$ cat src/rtl/core/rthsv_pkg.sv
package rthsv_pkg;

   // Quotient bits produced by the divider pipeline, one per stage.
   localparam int unsigned DIV_STEPS = 17;

   // Hue units in one 60-degree sector (1/64 degree each).
   localparam logic [11:0] HUE_PER_SECTOR = 12'd3840;

   localparam logic [10:0] RED_WRAP_SECTORS = 11'd6;
   localparam logic [10:0] GREEN_SECTOR     = 11'd2;
   localparam logic [10:0] BLUE_SECTOR      = 11'd4;

   localparam logic [14:0] HUE_MAX = 15'd23039;
   localparam logic [16:0] SAT_ONE = 17'd65536;

   // One item on its way through the divider stages. Each bits field starts
   // as the low dividend bits and, shifted once per step, ends as the quotient.
   typedef struct packed {
      logic [7:0]  value;
      logic [7:0]  sat_divisor;
      logic [7:0]  hue_divisor;
      logic [7:0]  sat_rem;
      logic [7:0]  hue_rem;
      logic [16:0] sat_bits;
      logic [16:0] hue_bits;
   } rthsv_work_type;

endpackage

$ cat src/rtl/core/rthsv_front.sv
module rthsv_front
   import rthsv_pkg::*;
(
   input  logic           clock,
   input  logic           reset,
   input  logic           in_valid,
   output logic           in_ready,
   input  logic [23:0]    in_color,
   output logic           out_valid,
   input  logic           out_ready,
   output rthsv_work_type out_work
);

   logic [7:0]     red;
   logic [7:0]     green;
   logic [7:0]     blue;
   logic [7:0]     max_val;
   logic [7:0]     min_val;
   logic [7:0]     delta;
   logic [10:0]    numer;
   logic [22:0]    hue_dividend;
   logic           valid_ff;
   logic           valid_in;
   rthsv_work_type work_ff;
   rthsv_work_type work_in;

   assign red   = in_color[7:0];
   assign green = in_color[15:8];
   assign blue  = in_color[23:16];

   always_comb begin
      max_val = (red > green) ? red : green;
      if (blue > max_val) begin
         max_val = blue;
      end
      min_val = (red < green) ? red : green;
      if (blue < min_val) begin
         min_val = blue;
      end
      delta = max_val - min_val;

      // Ties go to red, then green. The sector offset keeps the numerator
      // non-negative, so the quotient is a plain unsigned one.
      if (red == max_val) begin
         if (green >= blue) begin
            numer = {3'd0, green - blue};
         end else begin
            numer = RED_WRAP_SECTORS * {3'd0, delta} - {3'd0, blue - green};
         end
      end else if (green == max_val) begin
         numer = GREEN_SECTOR * {3'd0, delta} + {3'd0, blue} - {3'd0, red};
      end else begin
         numer = BLUE_SECTOR * {3'd0, delta} + {3'd0, red} - {3'd0, green};
      end
      hue_dividend = {12'd0, numer} * {11'd0, HUE_PER_SECTOR};
   end

   always_comb begin
      work_in.value       = max_val;
      // A zero divisor only occurs with a zero dividend; dividing by one then
      // gives the required zero.
      work_in.sat_divisor = (max_val == 8'd0) ? 8'd1 : max_val;
      work_in.hue_divisor = (delta == 8'd0) ? 8'd1 : delta;
      work_in.sat_rem     = {1'b0, delta[7:1]};
      work_in.sat_bits    = {delta[0], 16'd0};
      work_in.hue_rem     = {2'd0, hue_dividend[22:17]};
      work_in.hue_bits    = hue_dividend[16:0];
   end

   assign in_ready = !valid_ff || out_ready;
   assign valid_in = in_ready ? in_valid : valid_ff;

   always_ff @(posedge clock) begin
      if (reset) begin
         valid_ff <= 1'b0;
      end else begin
         valid_ff <= valid_in;
      end
   end

   always_ff @(posedge clock) begin
      if (in_valid && in_ready) begin
         work_ff <= work_in;
      end
   end

   assign out_valid = valid_ff;
   assign out_work  = work_ff;

endmodule

$ cat src/rtl/core/rthsv_div_stage.sv
module rthsv_div_stage
   import rthsv_pkg::*;
(
   input  logic           clock,
   input  logic           reset,
   input  logic           in_valid,
   output logic           in_ready,
   input  rthsv_work_type in_work,
   output logic           out_valid,
   input  logic           out_ready,
   output rthsv_work_type out_work
);

   logic [8:0]     sat_trial;
   logic [8:0]     hue_trial;
   logic           sat_fits;
   logic           hue_fits;
   logic           valid_ff;
   logic           valid_in;
   rthsv_work_type work_ff;
   rthsv_work_type work_in;

   // One restoring step for each of the two quotients.
   always_comb begin
      sat_trial = {in_work.sat_rem, in_work.sat_bits[16]};
      hue_trial = {in_work.hue_rem, in_work.hue_bits[16]};
      sat_fits  = sat_trial >= {1'b0, in_work.sat_divisor};
      hue_fits  = hue_trial >= {1'b0, in_work.hue_divisor};

      work_in          = in_work;
      work_in.sat_bits = {in_work.sat_bits[15:0], sat_fits};
      work_in.hue_bits = {in_work.hue_bits[15:0], hue_fits};
      work_in.sat_rem  = sat_fits ? 8'(sat_trial - {1'b0, in_work.sat_divisor})
                                  : sat_trial[7:0];
      work_in.hue_rem  = hue_fits ? 8'(hue_trial - {1'b0, in_work.hue_divisor})
                                  : hue_trial[7:0];
   end

   assign in_ready = !valid_ff || out_ready;
   assign valid_in = in_ready ? in_valid : valid_ff;

   always_ff @(posedge clock) begin
      if (reset) begin
         valid_ff <= 1'b0;
      end else begin
         valid_ff <= valid_in;
      end
   end

   always_ff @(posedge clock) begin
      if (in_valid && in_ready) begin
         work_ff <= work_in;
      end
   end

   assign out_valid = valid_ff;
   assign out_work  = work_ff;

endmodule

$ cat src/rtl/core/rgb_to_hsv_converter.sv
// RGB to HSV converter. Each req beat carries one 24-bit color (red low byte,
// then green, then blue); each rsp beat returns value (largest channel),
// saturation as Q1.16 with 65536 meaning 1.0, and hue in 1/64-degree units,
// 0..23039, with black and gray giving hue 0. A new color is taken every clock
// unless the pipeline is full and rsp is stalled. A registered front stage
// finds max, min and the hue sector, then a 17-stage restoring divider yields
// one bit of both quotients per stage. Results keep their input order. When
// rsp is stalled, empty stages still fill, so req keeps accepting until the
// pipeline is full.
module rgb_to_hsv_converter
   import rthsv_pkg::*;
(
   input  logic        clock,
   input  logic        reset,
   input  logic        req_tvalid,
   output logic        req_tready,
   input  logic [23:0] req_tdata,   // pixel_color[23:0]
   output logic        rsp_tvalid,
   input  logic        rsp_tready,
   output logic [39:0] rsp_tdata    // hue[14:0], saturation[31:15], value[39:32]
);

   logic           stage_valid [0:DIV_STEPS];
   logic           stage_ready [0:DIV_STEPS];
   rthsv_work_type stage_work  [0:DIV_STEPS];

   rthsv_front u_front (
      .clock     (clock),
      .reset     (reset),
      .in_valid  (req_tvalid),
      .in_ready  (req_tready),
      .in_color  (req_tdata),
      .out_valid (stage_valid[0]),
      .out_ready (stage_ready[0]),
      .out_work  (stage_work[0])
   );

   for (genvar i = 0; i < DIV_STEPS; i++) begin : g_step
      rthsv_div_stage u_stage (
         .clock     (clock),
         .reset     (reset),
         .in_valid  (stage_valid[i]),
         .in_ready  (stage_ready[i]),
         .in_work   (stage_work[i]),
         .out_valid (stage_valid[i+1]),
         .out_ready (stage_ready[i+1]),
         .out_work  (stage_work[i+1])
      );
   end

   assign stage_ready[DIV_STEPS] = rsp_tready;
   assign rsp_tvalid = stage_valid[DIV_STEPS];
   // The hue quotient never exceeds 15 bits, so its top two bits are dropped.
   assign rsp_tdata  = {stage_work[DIV_STEPS].value,
                        stage_work[DIV_STEPS].sat_bits,
                        stage_work[DIV_STEPS].hue_bits[14:0]};

`ifndef SYNTHESIS
   assert property (@(posedge clock) disable iff (reset)
      rsp_tvalid |-> rsp_tdata[14:0] <= HUE_MAX)
      else $error("hue out of range");

   assert property (@(posedge clock) disable iff (reset)
      rsp_tvalid |-> rsp_tdata[31:15] <= SAT_ONE)
      else $error("saturation above one");

   assert property (@(posedge clock) disable iff (reset)
      rsp_tvalid && rsp_tdata[39:32] == 8'd0 |->
         rsp_tdata[31:0] == 32'd0)
      else $error("black pixel with nonzero hue or saturation");

   assert property (@(posedge clock) disable iff (reset)
      rsp_tvalid && rsp_tdata[31:15] == 17'd0 |-> rsp_tdata[14:0] == 15'd0)
      else $error("achromatic pixel with nonzero hue");

   assert property (@(posedge clock)
      $past(reset) |-> !rsp_tvalid)
      else $error("result valid right after reset");
`endif

endmodule

$ cat config.mk
export PLATFORM = sky130hd
export DESIGN_NAME = rgb_to_hsv_converter
export DESIGN_NICKNAME = d
export VERILOG_FILES = /design/src/rtl/core/rthsv_pkg.sv /design/src/rtl/core/rthsv_front.sv /design/src/rtl/core/rthsv_div_stage.sv /design/src/rtl/core/rgb_to_hsv_converter.sv
export SDC_FILE = /design/constraint.sdc
export NUM_CORES = 2
export LEC_CHECK = 0
export BUFFER_PORTS_ARGS = -buffer_cell sky130_fd_sc_hd__buf_2
export CORE_MARGIN = 1
export CORE_UTILIZATION = 60
export CTS_CLUSTER_DIAMETER = 80
export DETAILED_ROUTE_END_ITERATION = 7
export PLACE_DENSITY = 0.72
export SLEW_MARGIN = 20
export SYNTH_ARGS = -nofsm -noshare
export SYNTH_HDL_FRONTEND = slang
export SYNTH_SLANG_ARGS = --single-unit
$ cat constraint.sdc
create_clock -name clock -period 14.63 [get_ports clock]
set_input_delay 2.1945 -clock clock [delete_from_list [all_inputs] [get_ports clock]]
set_output_delay 2.1945 -clock clock [all_outputs]
set_load 0.02 [all_outputs]
-- Word level (Yosys, flattened, before mapping)
Index checks and enable logic that the tools add are counted.
- bitwise gates (word level): 0
- $mul: 2
- multiplexer cells: 39
- divide/modulo/power cells: 0
- shift-type cells: 0
- eq/ne operators: 2
- add/sub/neg operators: 40
- magnitude comparators: 39
- reduce and logical (&&, ||, !) cells: 56
- operator list (operator ; number):
    $ge 9x8->1 ; 32
    $mux 8 ; 35
    $sub 8x8->8 ; 34
    $mux 11 ; 3
    $sub 11x8->11 ; 3
    $logic_and 1x1->1 ; 18
    $logic_not 1->1 ; 18
    $logic_or 1x1->1 ; 18
    $eq 8x8->1 ; 2
    $ge 8x8->1 ; 2
    $gt 8x8->1 ; 2
    $logic_not 8->1 ; 2
    $lt 8x8->1 ; 2
    $mul 11x4->15 const B ; 1
    $add 10x8->11 ; 1
    $add 9x8->10 ; 1
    $mul 2x8->10 const A ; 1
    $ge 7x8->1 ; 1
    $sub 7x8->8 ; 1
    $mux 7 ; 1
- memories: 0
- output and inout port bits: 42
- bits in registers: 1037
- bits in latches: 0
- memory bits (writable): 0
- memory bits (read-only): 0
- logic and storage cells: 341

-- Longest topological paths before layout
- word-level depth: 20
- gate-level depth with buffers: 55
- mapped depth without buffers: 52

-- Modules after synthesis
A second synthesis with hierarchy kept.
- cells, all modules: 4269
- area, all modules: 62428.6 um2
- by module, submodules not included (module ; cells an instance ; area each (um2) ; times used ; sequential area each (um2)):
    rthsv_div_stage (g_step[0].u_stage ...) ; 205 ; 3261.9 ; 9 ; 2242.2
    rthsv_div_stage (g_step[15].u_stage ...) ; 210 ; 3281.9 ; 6 ; 2242.2
    rthsv_front ; 764 ; 7031.7 ; 1 ; 1431.4
    rthsv_div_stage (g_step[14].u_stage) ; 198 ; 3194.3 ; 1 ; 2242.2
    rthsv_div_stage (g_step[4].u_stage) ; 202 ; 3154.3 ; 1 ; 2242.2

-- Worst setup path before layout
Ideal clock, no wire load.
- kind: input to register
- start: input port req_tdata[0]
- end: register u_front.work_ff (netlist bit u_front.out_work[39]) (data pin)
- setup slack: 2.148 ns
- stages: 47
- arrival time: 12.225 ns
- library setup time: 0.258 ns
- cells stage by stage: inv_1 -> ha_1 -> fa_1 -> nand3b_1 -> a21boi_4 -> o21ai_1 -> clkbuf_1 -> a21oi_1 -> ha_1 -> and3_1 -> and3_2 -> and2_2 -> o2111a_2 -> nor3_1 -> clkbuf_1 -> nor2_1 -> a21oi_1 -> inv_1 -> [11 not listed] -> a21oi_1 -> xnor2_1 -> xnor2_1 -> nor2_1 -> a211oi_1 -> a31oi_1 -> inv_1 -> fa_1 -> inv_1 -> fa_1 -> inv_1 -> ha_1 -> a21oi_1 -> o21bai_1 -> a21oi_1 -> o21bai_1 -> a21oi_1 -> xnor2_1
- longest elaborated chain between the ends: 10
- elaborated cells on any way between the ends: 21
- ends and longest elaborated chain (element ; RTL line ; RTL):
    start, declared ; rgb_to_hsv_converter.sv:17 ; input logic [23:0] req_tdata,
    $gt 8x8->1 ; rthsv_front.sv:32 ; max_val = (red > green) ? red : green;
    $mux 8 * ; rthsv_front.sv:32 ;
    $gt 8x8->1 ; rthsv_front.sv:33 ; if (blue > max_val) begin
    $mux 8 * ; rthsv_front.sv:33 ;
    named net u_front.max_val[0] ; rthsv_front.sv:17 ; logic [7:0] max_val;
    $sub 8x8->8 ; rthsv_front.sv:40 ; delta = max_val - min_val;
    $mul 2x8->10 (tied with other cells) ; rthsv_front.sv:48 ; numer = RED_WRAP_SECTORS * {3'd0, delta} - {3'd0, blue - green};
    $sub 11x8->11 (on tied branches) ; rthsv_front.sv:48, rthsv_front.sv:51, rthsv_front.sv:53 ;
    $mux 11 (on tied branches) ; rthsv_front.sv:45, rthsv_front.sv:50 ;
    $mux 11 * ; rthsv_front.sv:44 ; if (red == max_val) begin
    $mul 11x4->15 * ; rthsv_front.sv:55 ; hue_dividend = {12'd0, numer} * {11'd0, HUE_PER_SECTOR};
    named net u_front.hue_dividend[22] ; rthsv_front.sv:21 ; logic [22:0] hue_dividend;
    end signal, assigned ; rthsv_front.sv:83 ; work_ff <= work_in;
    end, declared ; rthsv_front.sv:24 ; rthsv_work_type work_ff;
Mark *: on every way through the listed nets, which the timed path passes. The rest lies on a longest branch.
A chain may end at the register's enable or synchronous reset.

-- Worst setup path after layout
- start: input port req_tdata[13]
- end: register u_front.work_ff (netlist bit u_front.out_work[39]) (data pin)
- longest elaborated chain between the ends: 10
- elaborated cells on any way between the ends: 24
- ends and longest elaborated chain (element ; RTL line ; RTL):
    $gt 8x8->1 ; rthsv_front.sv:32 ;
    $mux 8 * ; rthsv_front.sv:32 ;
    $gt 8x8->1 ; rthsv_front.sv:33 ;
    $mux 8 * ; rthsv_front.sv:33 ;
    named net u_front.max_val[0] ; rthsv_front.sv:17 ;
    $sub 8x8->8 * ; rthsv_front.sv:40 ;
    named net u_front.delta[1] ; rthsv_front.sv:19 ; logic [7:0] delta;
    $mul 2x8->10 (tied with other cells) ; rthsv_front.sv:48 ;
    $sub 11x8->11 (on tied branches) ; rthsv_front.sv:48, rthsv_front.sv:51, rthsv_front.sv:53 ;
    $mux 11 (on tied branches) ; rthsv_front.sv:45, rthsv_front.sv:50 ;
    $mux 11 * ; rthsv_front.sv:44 ;
    $mul 11x4->15 * ; rthsv_front.sv:55 ;
    named net u_front.hue_dividend[22] ; rthsv_front.sv:21 ;
Marks and branches as above.

==> PnR_summary.wiki <==
{| class="wikitable"
! Metric !! Value
|-
| Number of antenna cells inserted || 0
|-
| Total area of sequential cells || ~30000 µm²
|-
| Wire length of the first global-routing pass || 136000 µm
|-
| Layout Utilization || 67.3%
|-
| Net count of the finished layout || about 4300
|-
| Most frequent cell on the critical path || inv_1
|-
| Met3 Wirelength || between 2000 and 3000 µm
|-
| Final hold violations || 0
|-
| Dominant synthesized flop cell || edfxtp_1
|-
| Synthesized net count || 4199
|-
| Peak ir drop on the vdd network || between 1 and 1.5 mV
|-
| Clk root buf || clkbuf_16
|-
| Total die area || roughly 83000 µm²
|-
| RePlAce Congestion || 0.899
|-
| Relative contribution of combinational cells to total power || between 40% and 50%
|-
| Total power density per cell area || ~220 nW/µm²
|-
| Crit path time final || ~13 ns
|-
| Number of resized instances in the post-cts repair step || 0
|-
| Area fraction in compound gates after synthesis || under 10%
|-
| Net Sw Frac || a little over a third
|-
| Flop and latch count out of synthesis || ~1000
|-
| Filler Cell Count || around 5600
|-
| Leakage || approximately 22 nW
|-
| MaxCap Viol Count || 0
|-
| Post-route fraction of the period consumed by the critical path || about nine tenths
|-
| DRC marker count from the first detailed-route iteration || around 1300
|-
| Yosys warns || 0
|-
| Number of flops mapped to enable cells by yosys || around 1000
|-
| Instance count of the mapped netlist || 3736
|-
| Crit path capture type || register
|-
| Maximum clock skew at final layout || roughly 0.06 ns
|-
| Die height || around 290 µm
|-
| Data required time of the worst path || 15.03 ns
|-
| Mean post-synth cell area || approximately 13 µm²
|-
| Residual antenna-violating net count after detailed routing || 0
|-
| Metal2 WL || ~46000 µm
|-
| Cell count of the worst reg-to-reg path || 13
|-
| Clock-pin transition on the worst setup and hold timing paths || approximately 0.06 ns
|-
| Xor-xnor portion of the synthesized cell area || under 10%
|-
| Number of distinct library cell variants in the gate-level netlist after synthesis || 89
|-
| Synthesized area || ~50000 µm²
|-
| Number of buffers on the longest clock path || 3
|-
| NetSw || around 4.3 mW
|-
| Multiplexer area fraction after synthesis || less than 1%
|-
| Routed length per instance || between 15 and 20 µm
|-
| Maximum number of pins on one net before global-route repair || between 60 and 70
|-
| Worst setup SP type || input port
|-
| Overall routed net length || 83900 µm
|-
| H-tree depth || 3
|-
| Worst setup path category || input port to register
|-
| Simple-gate area share of the yosys netlist || 8.21%
|-
| Detailed-routing wirelength on met1 || 33300 µm
|-
| Max Slew Vio Count || 0
|-
| Skew-Pair Late Insertion Delay || 0.66 ns
|-
| Core region area || just over 80000 µm²
|-
| Number of global-route vias before repair || approximately 28000
|-
| Proportion of register bits with asynchronous set or reset after synthesis || 0%
|-
| Number of top-level pins || 70
|-
| Sequential cell fraction of total power || a little under a third
|-
| Fraction of the yosys area taken by sequential cells || 62.1%
|-
| Hold buffer count at cts || 0
|-
| Transition time at the pin with the least slew margin || between 0.9 and 1 ns
|-
| Hold Path Cell Cnt || 0
|-
| Clock tree from TritonCTS || yes
|-
| Count of endpoints failing setup in the final report || 0
|-
| Largest family of logic cells by synthesized area || adder cells
|-
| Initial antenna violation count || 0
|-
| GRT overflow || 0
|-
| Hold Crit Class || register to register
|-
| Worst slew margin relative to its limit || 32.5%
|-
| Count of standard-cell rows || between 100 and 150
|-
| Uppermost layer routed || met4
|-
| Clock share of power || about 22%
|-
| Post-synthesis adder-cell area fraction || about an eighth
|-
| Signal arrival time at the worst endpoint || 13.68 ns
|-
| Fin Setup TNS || 0 ns
|-
| Vias per cell || between 5 and 6
|-
| Run status || complete, but fails checks
|-
| Num CTS Buffers || ~100
|-
| Die boundary width || approximately 290 µm
|-
| Setup Fix Bufs, Post-CTS || 0
|-
| Number of detailed-route iterations in the first pass || 7
|-
| Max Fclk || 75.3 MHz
|-
| Peak fanout along the critical path || 11
|-
| Violations in the final reports || design-rule violations
|-
| Starting density of the core || about three fifths
|-
| Clock sink count || 1022
|-
| Reg2Reg Setup Slack || 9.28 ns
|-
| Total number of vias || between 20000 and 30000
|-
| Post-DP HPWL || approximately 61000 µm
|-
| Buffers on Ports || just under 70
|-
| Slowest cell on the critical path || fa_1
|-
| DRC violation count after routing || 6
|-
| Layout Area Growth over Synthesis || 10.7%
|-
| Slowest Stage Delay on Critical Path || about 0.59 ns
|-
| Total internal power || ~7.7 mW
|-
| Overall track demand over capacity in global routing || about a fifth
|-
| Layout cells sized above 1 || under 10%
|-
| Unrepaired setup endpoints after global routing || no
|-
| Combined area of the multi-input logic cells || about 17000 µm²
|}
-- final timing paths --
kind	from	end
max reg2reg	g_step[16].u_stage.out_valid	u_front.out_work[71]
min reg2reg	g_step[6].u_stage.out_work[15]	g_step[7].u_stage.out_work[16]
min	g_step[6].u_stage.out_work[15]	g_step[7].u_stage.out_work[16]
max	req_tdata[13]	u_front.out_work[39]
-- kinds of logic after synthesis --
kind of cell             Yosys count
XOR/XNOR                         188
multiplexers                      40
AND/OR/NAND/NOR                  802
adder cells (fa/ha/maj)          437
flip-flops                      1022
AO/OA/AOI/OAI                    725
buffers and inverters            522
-- critical path, delay by kind of cell --
kind            cells  cell delay, ns
xor+xnor            3            0.43
mux                 1            0.42
compound gates     18            4.48
simple gates        5            0.94
fa+ha+maj          10            3.74
buf+inv            11            1.46
-- sequential cells by signal (all words and copies together) (netlist names) --
| signal | count |
|---|---|
| g_step.u_stage.out_work | 957 |
| u_front.out_work | 47 |
| g_step.u_stage.out_valid | 17 |
| u_front.out_valid | 1 |
-- power groups by stage --
stage | clock (mW) | sequential [mW] | combinational (mW)
2_1_floorplan | 0 | 3.73 | 4.56
3_3_place_gp | 0 | 3.76 | 5.46
3_5_place_dp | 0 | 3.76 | 5.64
4_1_cts | 2.69 | 3.70 | 5.71
5_1_grt | 2.81 | 3.70 | 6.46
6_report | 2.63 | 3.69 | 5.66
-- final cells by class --
cell class | count | area share, %
Timing Repair Buffer | 93 | 0.966
Tap cell | 1060 | 2.44
Inverter | 473 | 3.27
Clock inverter | 68 | 1.46
Multi-Input combinational cell | 2192 | 30.9
Sequential cell | 1022 | 56.1
Clock buffer | 121 | 4.88
-- cells in the mapped netlist (85+ instances only) --
cell type  number  area share [%]
a21o_1        106             1.6
a21oi_1       115             1.2
edfxtp_1     1004              61
ha_1          369             9.4
inv_1         468             3.6
nand2_1       214             1.6
nand2b_1       85             1.1
nor2_1        189             1.4
nor2b_1        93             1.2
o21ai_0       315             3.2
xnor2_1        99             1.8
xor2_1         87             1.6
-- placed cells by master, fill, tap and decap left out, types with 18 or more instances in the layout --
cell,synthesis,routed
nand2b_1,85,85
xnor2_1,99,99
mux2i_1,29,29
or4_1,30,30
buf_4,1,24
nor2_1,189,189
and2_1,65,65
fa_1,66,66
o211a_1,30,30
a21oi_1,115,115
clkinv_1,1,21
o21bai_1,19,19
xor2_1,87,87
buf_2,1,69
inv_1,468,468
dfxtp_1,18,18
clkbuf_16,0,102
nand4_1,43,43
nand3_1,34,34
ha_1,369,369
a21o_1,106,106
o21ai_0,315,315
nand2_1,214,214
o31ai_1,64,64
edfxtp_1,1004,1004
nor2b_1,93,85
-- metrics by stage --
step	worst slack [ns]	total power, mW	instance area (µm²)	hold slack (ns)	cells
2_1_floorplan	2.15	8.29	49200	0.400	3736
3_3_place_gp	1.06	9.22	51000	0.400	4840
3_5_place_dp	0.831	9.39	51000	0.405	4840
4_1_cts	1.51	12.1	54400	0.373	5029
5_1_grt	0.525	13.0	54400	0.389	5029
6_report	1.35	12.0	54400	0.374	5029
-- metal layers --
metal | GRT usage [%] | up-vias
li1 | - | 13700
met1 | 23.1 | 13200
met2 | 39.4 | 411
met3 | 2.84 | 147
met4 | 7.24 | 0
met5 | 0 | -
Note: power is estimated with default switching activity, not from simulation.
